## config.mk

```make
export PLATFORM = sky130hd
export DESIGN_NAME = pcc_ctrl
export DESIGN_NICKNAME = d
export VERILOG_FILES = /design/src/hdl/pcc_pkg.sv /design/src/hdl/pcc_ctrl.sv
export SDC_FILE = /design/constraint.sdc
export NUM_CORES = 1
export LEC_CHECK = 0
export ABC_AREA = 1
export BUFFER_PORTS_ARGS = -buffer_cell sky130_fd_sc_hd__buf_2
export CORE_AREA = 5 5 42 44
export CTS_CLUSTER_SIZE = 12
export DETAILED_ROUTE_END_ITERATION = 8
export DIE_AREA = 0 0 47 49
export GPL_TIMING_DRIVEN = 0
export PLACE_DENSITY = 0.49
export SLEW_MARGIN = 30
export SYNTH_ARGS = -nofsm -noshare
export SYNTH_HDL_FRONTEND = slang
export SYNTH_SLANG_ARGS = --single-unit
```

## constraint.sdc

```tcl
create_clock -name clk -period 1.45 [get_ports clk]
set_input_delay 0.0725 -clock clk [delete_from_list [all_inputs] [get_ports clk]]
set_output_delay 0.0725 -clock clk [all_outputs]
set_load 0.01 [all_outputs]
```

## src/hdl/pcc_pkg.sv

```systemverilog
`default_nettype none

package pcc_pkg;

    // Configuration register layout
    localparam int CFG_BITS = 6;
    localparam logic REG_MOTIF_LENGTH  = 1'b0;
    localparam logic REG_ALPHABET_SIZE = 1'b1;
    localparam logic [CFG_BITS-1:0] MOTIF_LENGTH_RST  = 6'd8;
    localparam logic [CFG_BITS-1:0] ALPHABET_SIZE_RST = 6'd4;

    // Field widths
    localparam int SYM_BITS = 5;
    localparam int COL_BITS = 5;
    localparam int TOP_BITS = 16;
    // Effective length needs room for the largest column count
    localparam int LEN_BITS = 7;

    typedef enum logic [2:0] {
        ST_CLEAR,
        ST_RUN,
        ST_DRAIN,
        ST_SWEEP,
        ST_FLUSH
    } pcc_state_t;

    // Controller to datapath
    typedef struct packed {
        logic accept;   // input transfer this cycle, count it
        logic issue;    // sweep step: clear one entry, advance the sweep address
        logic emit;     // sweep step also reads the entry for a consensus result
    } pcc_cmd_t;

    // Datapath to controller
    typedef struct packed {
        logic sweep_last;  // sweep address at its final entry
        logic hold;        // result waits on a full output register
        logic sw_busy;     // a sweep read is still in the compare stage
    } pcc_status_t;

endpackage

`default_nettype wire

```

## src/hdl/pcc_ctrl.sv

```systemverilog
`default_nettype none

module pcc_ctrl
    import pcc_pkg::*;
(
    input  wire logic        clk,
    input  wire logic        rst_n,
    input  wire logic        in_valid,
    input  wire logic        in_last,
    output logic             in_ready,
    input  wire pcc_status_t status,
    output pcc_cmd_t         cmd
);

    pcc_state_t state_reg;
    pcc_state_t state_next;

    always_ff @(posedge clk or negedge rst_n)
    begin
        if (!rst_n)
            state_reg <= ST_CLEAR;
        else
            state_reg <= state_next;
    end

    // Next state
    always_comb
    begin
        state_next = state_reg;
        unique case (state_reg)
            ST_CLEAR:
                if (status.sweep_last)
                    state_next = ST_RUN;
            ST_RUN:
                if (in_valid && in_last)
                    state_next = ST_DRAIN;
            // let the final symbol's write land before the sweep reads
            ST_DRAIN:
                state_next = ST_SWEEP;
            ST_SWEEP:
                if (!status.hold && status.sweep_last)
                    state_next = ST_FLUSH;
            ST_FLUSH:
                if (!status.sw_busy)
                    state_next = ST_RUN;
            default:
                state_next = ST_CLEAR;
        endcase
    end

    // Outputs
    always_comb
    begin
        in_ready   = 1'b0;
        cmd.accept = 1'b0;
        cmd.issue  = 1'b0;
        cmd.emit   = 1'b0;
        unique case (state_reg)
            ST_CLEAR:
                cmd.issue = 1'b1;
            ST_RUN:
            begin
                in_ready   = 1'b1;
                cmd.accept = in_valid;
            end
            ST_SWEEP:
            begin
                cmd.issue = !status.hold;
                cmd.emit  = 1'b1;
            end
            ST_DRAIN, ST_FLUSH:
                ;
            default:
                ;
        endcase
    end

endmodule

`default_nettype wire

```

# Word level (Yosys, flattened, before mapping)
# Cells that the tools add are included.
# totals
reg_bits	3
input_bits	7
output_inout_bits	4
# op_classes
eq_ne	8
muxes	9
n_reduce_logical	5
# op_table
operator	count
$pmux W3 S5	1
$mux W3	4
$ne A2 B2 Y1 const B	4
$eq A3 B2 Y1 const B	2
$reduce_and A4 Y1	1
$eq A3 B1 Y1 const B	1
$eq A3 B3 Y1 const B	1
$logic_not A3 Y1	1
$mux W1	3
$logic_and A1 B1 Y1	2
$pmux W1 S2	1
$logic_not A1 Y1	1

# Longest topological paths before layout
# depth
ltp_word	4
ltp_mapped	5

# Worst setup path before layout
# OpenSTA, ideal clock, no wires.
# synth_timing
path_kind	reg-to-reg
start	reg state_reg[2]
end	reg state_reg[2]
setup_ns	0.118
t_arrival_ns	0.833
t_required_ns	1.332
slack_ns	0.498
stages_incl_launch_ff	5
cell_sequence	dfrtp_1 > nor2_4 > nand2_4 > nand4_1 > nand2_1
# synth_via
elab_chain_len	3
# synth_lines
element	line	rtl
start, declared	pcc_ctrl.sv:15	pcc_state_t state_reg;
start signal, assigned	pcc_ctrl.sv:23	state_reg <= state_next;
$eq A3 B2 Y1 (tied with other cells)	pcc_ctrl.sv:30	unique case (state_reg)
$ne A2 B2 Y1 (no source line)	n/a	
$reduce_and A4 Y1 (no source line)	n/a	
# Several ways; a longest one is shown, not always the timed one.
# A chain may end at the register's enable or synchronous reset.

==> metrics.cfg <==
[die]
start_util_pct = 16.5
core_area_sq_mm = 0.00140
die_area_sq_mm = 0.00230
die_width_um = 47
io_pins = 11
die_h_um = 49
row_count = 14

[yosys]
yosys_warnings = 0
synth_compound_area_share_pct = 7.57
synthAdderAreaFrac_pct = 0
synth-simple-area-share_pct = 50.3
syn_area_sq_um = 231
synth.yosys.seq_area_share_pct = 32.4
synth.net_count = 42
synth_xor_area_share_pct = 0
synth_seq_cells = 3
synth_cells = 35
synth_cell_types = 13
synth_area_per_cell_sq_um = 6.61
synth_top_family_by_area = simple AND/OR/NAND/NOR gates
synth.area.mux_share_pct = 0

[clock_network]
ctsResizeCount = 0
cts-root-buf = clkbuf_4
cts_buffer_depth = 2
postCtsSetupBuffers = 0
ctsHoldBuffers = 1
clock_latency_ns = 0.23
clk_pin_slew_worst_paths_ns = 0.04
cts_sinks = 3
cts_tree = yes
numCtsBuffers = 3
htreeDepth = 1

[run]
drv_cap = 0

[route]
first_pass_iters = 2
first_iter_violations = 4
drc_errors = 0
vias = 259
totalWireLength_um = 538
routed_via_density = 3.92
ant_nets = 0
wl_per_cell_um = 8.15

[sta]
setup_viol = 0
tns_ns = 0
rsz0062_at_grt = no
worstMarginPinSlew_ns = 0.284
fin_crit_sh_pct = 84.2
fmax_mhz = 819
clock-skew-final_ns = 0.000707
slew_headroom_pct = 81.0
period_minus_slack_ns = 1.22
drv_slew = 0
finalHoldViolCount = 0

[placed_design]
hpwl_um = 430
io_buffers = 10
routabilityCongestion = 0.708

[final_layout]
num_antenna_cells = 0
synthToLayoutAreaGrowth_pct = 45.9
multiInputGateArea_sq_um = 134
drive_gt1_share_pct = 34.0
final_nets = 58
final_util_pct = 24.1
fillers = 176
final_common_cell = nand2_1
largest_reg_flops = 3
seqCellArea_sq_um = 75.1
layout_common_cells = 12 x nand2_1, 10 x buf_2, 5 x inv_1

[grt]
grt_max_degree = 8
antenna_found_initial = 0
grt_pass1_wl_um = 897
grt_use_total_pct = 5.57
overflow = 0
grt_pass1_vias = 241

[critical_path]
reg2reg_slack_ns = 0.43
arrival_ns = 1.15
crit_required_ns = 1.38
path_max_fanout = 7
worstSetupPathType = reg -> out
startpoint_type = register
cp-end-kind = output port

[power_and_ir_drop]
max-vdd-ir-drop_mv = 0.869
power_density_mw_per_mm2 = 2200
p_leak_nw = 0.198

[status]
status = completed

[hold_path]
hold_class = in -> reg

## area by class of cell
type | count | area share, %
Multi-Input combinational cell | 26 | 39.6
Sequential cell | 3 | 22.2
Timing Repair Buffer | 11 | 17.8
Clock buffer | 4 | 7.78
Inverter | 6 | 6.67
Tap cell | 16 | 5.93
## kinds of logic after synthesis
| family | after synthesis |
|---|---|
| AND/OR/NAND/NOR | 23 |
| buffers and inverters | 6 |
| flip-flops | 3 |
| AO/OA/AOI/OAI | 3 |
## critical path: stages, from the launching register on
cell and delay [ns]:
dfrtp_1 0.47, inv_2 0.10, nand3_1 0.11, nor2_1 0.10
buf_2 0.13
## synthesized netlist by cell type
cell type / instances / area share, %
nand2_1: 12 / 19
inv_1: 5 / 8.1
dfrtp_1: 3 / 32
nand3_1: 3 / 6.5
nor2_1: 3 / 4.9
nand4_1: 2 / 5.4
a21oi_1: 1 / 2.2
inv_2: 1 / 1.6
nand2_4: 1 / 4.9
nand3_2: 1 / 4.3
nor2_4: 1 / 4.9
o21a_1: 1 / 3.2
o21ai_0: 1 / 2.2
## per-stage QoR
stage | std cells | worst slack, ns | hold slack, ns | total power, mW | instance area, sq um
2_1_floorplan | 35 | 0.498 | -0.223 | 0.477 | 231
3_3_place_gp | 61 | 0.440 | -0.131 | 0.597 | 302
3_5_place_dp | 61 | 0.427 | -0.130 | 0.605 | 302
4_1_cts | 66 | 0.220 | 0.0904 | 0.760 | 338
5_1_grt | 66 | 0.123 | 0.0989 | 0.837 | 338
6_report | 66 | 0.229 | 0.0922 | 0.743 | 338
## path summary, 6_finish.rpt
path | depth (start not counted) | start | end
hold reg to reg | 3 | state_reg[0]$_DFFE_PN0P_ | state_reg[2]$_DFFE_PN0P_
max in group asynchronous | 2 | rst_n | state_reg[1]$_DFFE_PN0P_
setup reg to reg | 4 | state_reg[2]$_DFFE_PN0P_ | state_reg[1]$_DFFE_PN0P_
min in group asynchronous | 2 | rst_n | state_reg[2]$_DFFE_PN0P_
hold / removal | 3 | status[0] | state_reg[2]$_DFFE_PN0P_
setup / recovery | 4 | state_reg[2]$_DFFE_PN0P_ | cmd[2]
## report_power, final
group          internal (mW)  total (mW)  switching, mW
logic                  0.164       0.401          0.238
clock network          0.103       0.145         0.0417
registers              0.128       0.197         0.0691
total                  0.394       0.743          0.348
## metal layers
metal / track usage [%] / vias to the layer above / wire length (um)
li1: - / 141 / -
met1: 6.40 / 111 / 244
met2: 7.24 / 7 / 256
met3: 2.21 / 0 / 37
met4: 5.53 / 0 / 0
met5: 0 / - / 0
Note: power is estimated with default switching activity, not from simulation.
