`config.mk`:
```
export PLATFORM = sky130hd
export DESIGN_NAME = pcc_regs
export DESIGN_NICKNAME = d
export VERILOG_FILES = /design/src/hdl/pcc_pkg.sv /design/src/hdl/pcc_regs.sv
export SDC_FILE = /design/constraint.sdc
export NUM_CORES = 1
export LEC_CHECK = 0
export ABC_AREA = 1
export BUFFER_PORTS_ARGS = -buffer_cell sky130_fd_sc_hd__buf_4
export CORE_ASPECT_RATIO = 0.9
export CORE_MARGIN = 5
export CORE_UTILIZATION = 30
export CTS_CLUSTER_DIAMETER = 120
export DETAILED_ROUTE_END_ITERATION = 6
export GPL_ROUTABILITY_DRIVEN = 0
export PLACE_DENSITY_LB_ADDON = 0.25
export SLEW_MARGIN = 20
export SYNTH_ARGS = -nofsm -noshare
export SYNTH_HDL_FRONTEND = slang
export SYNTH_SLANG_ARGS = --single-unit
```
`constraint.sdc`:
```
create_clock -name clk -period 1 [get_ports clk]
set_input_delay 0.05 -clock clk [delete_from_list [all_inputs] [get_ports clk]]
set_output_delay 0.05 -clock clk [all_outputs]
set_load 0.005 [all_outputs]
```
`src/hdl/pcc_pkg.sv`:
```
`default_nettype none

package pcc_pkg;

    // Configuration register layout
    localparam int CFG_BITS = 6;
    localparam logic REG_MOTIF_LENGTH  = 1'b0;
    localparam logic REG_ALPHABET_SIZE = 1'b1;
    localparam logic [CFG_BITS-1:0] MOTIF_LENGTH_RST  = 6'd8;
    localparam logic [CFG_BITS-1:0] ALPHABET_SIZE_RST = 6'd4;

    // Field widths
    localparam int SYM_BITS = 5;
    localparam int COL_BITS = 5;
    localparam int TOP_BITS = 16;
    // Effective length needs room for the largest column count
    localparam int LEN_BITS = 7;

    typedef enum logic [2:0] {
        ST_CLEAR,
        ST_RUN,
        ST_DRAIN,
        ST_SWEEP,
        ST_FLUSH
    } pcc_state_t;

    // Controller to datapath
    typedef struct packed {
        logic accept;   // input transfer this cycle, count it
        logic issue;    // sweep step: clear one entry, advance the sweep address
        logic emit;     // sweep step also reads the entry for a consensus result
    } pcc_cmd_t;

    // Datapath to controller
    typedef struct packed {
        logic sweep_last;  // sweep address at its final entry
        logic hold;        // result waits on a full output register
        logic sw_busy;     // a sweep read is still in the compare stage
    } pcc_status_t;

endpackage

`default_nettype wire

```
`src/hdl/pcc_regs.sv`:
```
`default_nettype none

module pcc_regs
    import pcc_pkg::*;
(
    input  wire logic                clk,
    input  wire logic                rst_n,
    input  wire logic                psel,
    input  wire logic                penable,
    input  wire logic                pwrite,
    input  wire logic [2:0]          paddr,
    input  wire logic [31:0]         pwdata,
    output logic [31:0]              prdata,
    output logic [CFG_BITS-1:0]      motif_length,
    output logic [CFG_BITS-1:0]      alphabet_size
);

    logic [CFG_BITS-1:0] motif_length_reg;
    logic [CFG_BITS-1:0] alphabet_size_reg;
    logic                wr_en;

    // pready is tied high, so the access cycle completes the write
    assign wr_en = psel & penable & pwrite;

    always_ff @(posedge clk or negedge rst_n)
    begin
        if (!rst_n)
        begin
            motif_length_reg  <= MOTIF_LENGTH_RST;
            alphabet_size_reg <= ALPHABET_SIZE_RST;
        end
        else if (wr_en)
        begin
            unique case (paddr[2])
                REG_MOTIF_LENGTH:  motif_length_reg  <= pwdata[CFG_BITS-1:0];
                REG_ALPHABET_SIZE: alphabet_size_reg <= pwdata[CFG_BITS-1:0];
                default:           ;
            endcase
        end
    end

    // Read mux
    always_comb
    begin
        unique case (paddr[2])
            REG_MOTIF_LENGTH:  prdata = {{(32-CFG_BITS){1'b0}}, motif_length_reg};
            REG_ALPHABET_SIZE: prdata = {{(32-CFG_BITS){1'b0}}, alphabet_size_reg};
            default:           prdata = '0;
        endcase
    end

    assign motif_length  = motif_length_reg;
    assign alphabet_size = alphabet_size_reg;

endmodule

`default_nettype wire

```
# Word-level counts from Yosys, hierarchy flattened
# Cells that the tools add are included.
# W data, S select, Z words.
[op_classes] muxes=1 n_bitwise=3 reduce_logical=2
[ops] cell="$pmux W32 S2" n=1
[ops] cell="$reduce_and A2 Y1" n=2
[ops] cell="$and A1 B1 Y1" n=2
[ops] cell="$not A1 Y1" n=1
[word_totals] register_bits=12 input_bits=40 output_inout_bits=44

# Depth between registers and ports, before layout
[depth] ltp_word=3 ltp_mapped=5 ltp_nobuf=4

# Worst setup path after synthesis
# Ideal clock, no wire load.
[synth_timing] path_type="reg-to-output" startpoint="reg alphabet_size_reg[2] (netlist: alphabet_size[2])" endpoint="out prdata[2]" arrival_time_ps=643 setup_slack_ps=307 stages_incl_launch_ff=3 cell_sequence="dfstp_2 nand2_1 nand2_1"
[synth_between] elab_chain_cells=1
[synth_lines] item="start: declaration" line="pcc_regs.sv:19" text="logic [CFG_BITS-1:0] alphabet_size_reg;"
[synth_lines] item="start signal: assignment" line="pcc_regs.sv:36" text="REG_ALPHABET_SIZE: alphabet_size_reg <= pwdata[CFG_BITS-1:0];"
[synth_lines] item="$pmux W32 S2" line="pcc_regs.sv:45" text="unique case (paddr[2])"
[synth_lines] item="end: declaration" line="pcc_regs.sv:13" text="output logic [31:0] prdata,"
# No other way between the ends. The select of a mux whose other input is x is not followed.

# Final worst setup path
[layout_timing] startpoint="reg motif_length_reg[3] (netlist: motif_length[3])" endpoint="out prdata[3]"
[layout_between] elab_chain_cells=1
[layout_lines] item="start: declaration" line="pcc_regs.sv:18" text="logic [CFG_BITS-1:0] motif_length_reg;"
[layout_lines] item="start signal: assignment" line="pcc_regs.sv:35" text="REG_MOTIF_LENGTH: motif_length_reg <= pwdata[CFG_BITS-1:0];"
[layout_lines] item="$pmux W32 S2" line="pcc_regs.sv:45"
# No other way between the ends. The select of a mux whose other input is x is not followed.

==> results.yml <==
placement:
  dp_cells: 159
  dpl_cell_area_um2: 931
  post-place-ws_ns: 0.165
  dp_hpwl_um: 1380
  numPortBuffers: 29
yosys:
  synth_edf_count: 0
  yosysSeqAreaShare_pct: 39.3
  netlist.area_leader.share_pct: 32.5
  synthArstFlopShare_pct: 100
  synth_common_cells: "43 x nand2_1, 26 x buf_4, 12 x nand3_1"
  yosysUniqueCellTypes: 11
  synth_most_common_cell: "nand2_1"
  syn_area_um2: 771
  synthCells: 102
  synth_area_leaders: "dfrtp_1 32%, buf_4 25%, nand2_1 21%"
  ys_warn_count: 0
  synth_top_cell_by_area: "dfrtp_1"
  synthFlopType: "dfrtp_1"
  ys_ff_latch: 12
  postSynthAreaPerCell_um2: 7.56
grt:
  grt_pass1_wl_um: 2730
  grt-ovfl-total: 0
  grt-busiest-layer: "met2"
  use_met3_pct: 3.49
  grt_use_met2_pct: 16.1
  grt_util_all_layers_pct: 9.06
  grt_pass1_vias: 620
  grt_max_degree: 13
  gr-usage-met1_pct: 10.8
  antenna_found_initial: 0
min_path:
  hp-class: "in2reg"
  whs_path_depth: 3
  min_from: "pwdata[3]"
  hold_end: "motif_length[3]"
routing:
  drc: 0
  wirelength_um: 1790
  drtAntennaViolNets: 0
  viasPerCell: 4.15
  post_drt_wl_per_cell_um: 10.7
  first_iter_violations: 6
  dr.pass1.iters: 4
  vias: 698
clocking:
  clk_latency_ns: 0.27
  cts-htree-levels: 1
  cts_made_buffers: 3
  clk_pin_slew_ns: 0.07
  cts_tree: "built"
  cts_root_buffer: "clkbuf_4"
  cts.path.max_buffers: 2
  cts_sinks: 12
worst_setup_path:
  crit_chain: "nand2_1, nand2_1, buf_4"
  r2r_end: "alphabet_size[2]"
  reg2reg_from: "alphabet_size[2]"
  cp_data_arrival_time_ns: 1.01
  critical_path.top_delay_family: "flip-flops"
  path_class: "reg2out"
  r2r_cells: 3
  critPathRequiredTime_ns: 0.95
  cp_max_fo: 3
  cpPeakStageDelay_ns: 0.54
  cp-end-kind: "output pin"
  crit_top_cell: "nand2_1"
  startpoint: "motif_length[3]"
  cp_num_buf_inv: 1
  critPathSlowestCell: "dfstp_2"
  cp-start-kind: "register"
  r2r_slack_ns: 0.20
cells_and_area:
  syn_to_final_growth_pct: 33.8
  fillers: 262
  final_nets: 181
  postLayoutCoreUtil_pct: 41.8
  stdcell_count: 168
  fin_area_um2: 1030
  drive_above_1_share_pct: 32.9
  diodes: 0
timing:
  holdWs_ns: 0.0116
  fin_skew_ns: 0
  setup_viol: 4
  finalCritPeriodShare_pct: 106
  rsz0062_at_grt: "true"
  maxSlewViolCount: 0
  max_freq_mhz: 943
  worst_slack_ns: -0.0604
  hold_viol_final: 0
  tns_ns: -0.209
  period_needed_ns: 1.06
floorplanning:
  die_y_um: 58.1
  rows: 17
  io-pin-count: 84
  dieArea_um2: 3680
  fp.coreArea_um2: 2470
  die_w_um: 63.4
  start_util_pct: 31.2
outcome:
  status: "finished, violations left"
  violations: "setup timing"
power:
  p_leak_nw: 0.611
  ir_drop_mv: 0.786
  power-per-cell-area_nw_per_um2: 1530
  power_mw: 1.57
flow_run:
  drv_cap: 0
## layout by cell type, fill, tap and decap left out
cell type and count:
clkbuf_8 1, buf_6 5, dfrtp_1 10, nand4_1 2
nand2_2 2, nand2_1 41, nor2_2 1, conb_1 26
buf_4 32, dfstp_2 2, inv_1 2, dlygate4sd3_1 1
clkbuf_4 3, nand3_1 12
## per-layer routing
metal / wire (um) / up-vias
met5: 0 / -
met1: 706 / 321
met3: 188 / 0
met4: 0 / 0
li1: - / 341
met2: 897 / 36
## power breakdown
part           internal [mW]  switching [mW]
combinational          0.313           0.228
sequential             0.587          0.0679
clock                  0.221           0.157
total                   1.12           0.452
## what timing repair did
action,4_1_cts,5_1_grt
gates cloned,0,0
setup endpoints to repair,2,7
buffers inserted,0,4
endpoints found under the hold margin,12,0
gates resized for setup,0,7
pin swaps,1,8
hold buffers,1,0
## how the worst max path moves through the flow
stage / end / slack, ns / cells past startpoint
after floorplan: prdata[2] / 0.31 / 2
after global placement: motif_length[4] / 0.17 / 5
after detailed placement: motif_length[1] / 0.17 / 5
after CTS: prdata[3] / -0.09 / 3
after global routing: prdata[3] / -0.13 / 3
final: prdata[3] / -0.06 / 3
## cells by family after synthesis
logic type    count (synthesis)  synth area share, %
simple gates                 58                 31.2
buf+inv                      31                 29.1
flops                        12                 39.3
other cells                   1                0.487
## area by class of cell
class | instances | area, um^2 | share of cell area (%)
clock buffer | 4 | 36.3 | 3.52
tap | 28 | 35.0 | 3.40
sequential | 12 | 303 | 29.4
multi-input combinational | 84 | 343 | 33.3
inverter | 2 | 7.51 | 0.728
timing repair buffer | 38 | 307 | 29.7
## worst min-delay path, cell delays in order
cell and delay, ns:
buf_4 0.11, nand3_1 0.07, nand2_1 0.05
Power figures use the tool's default switching activity.
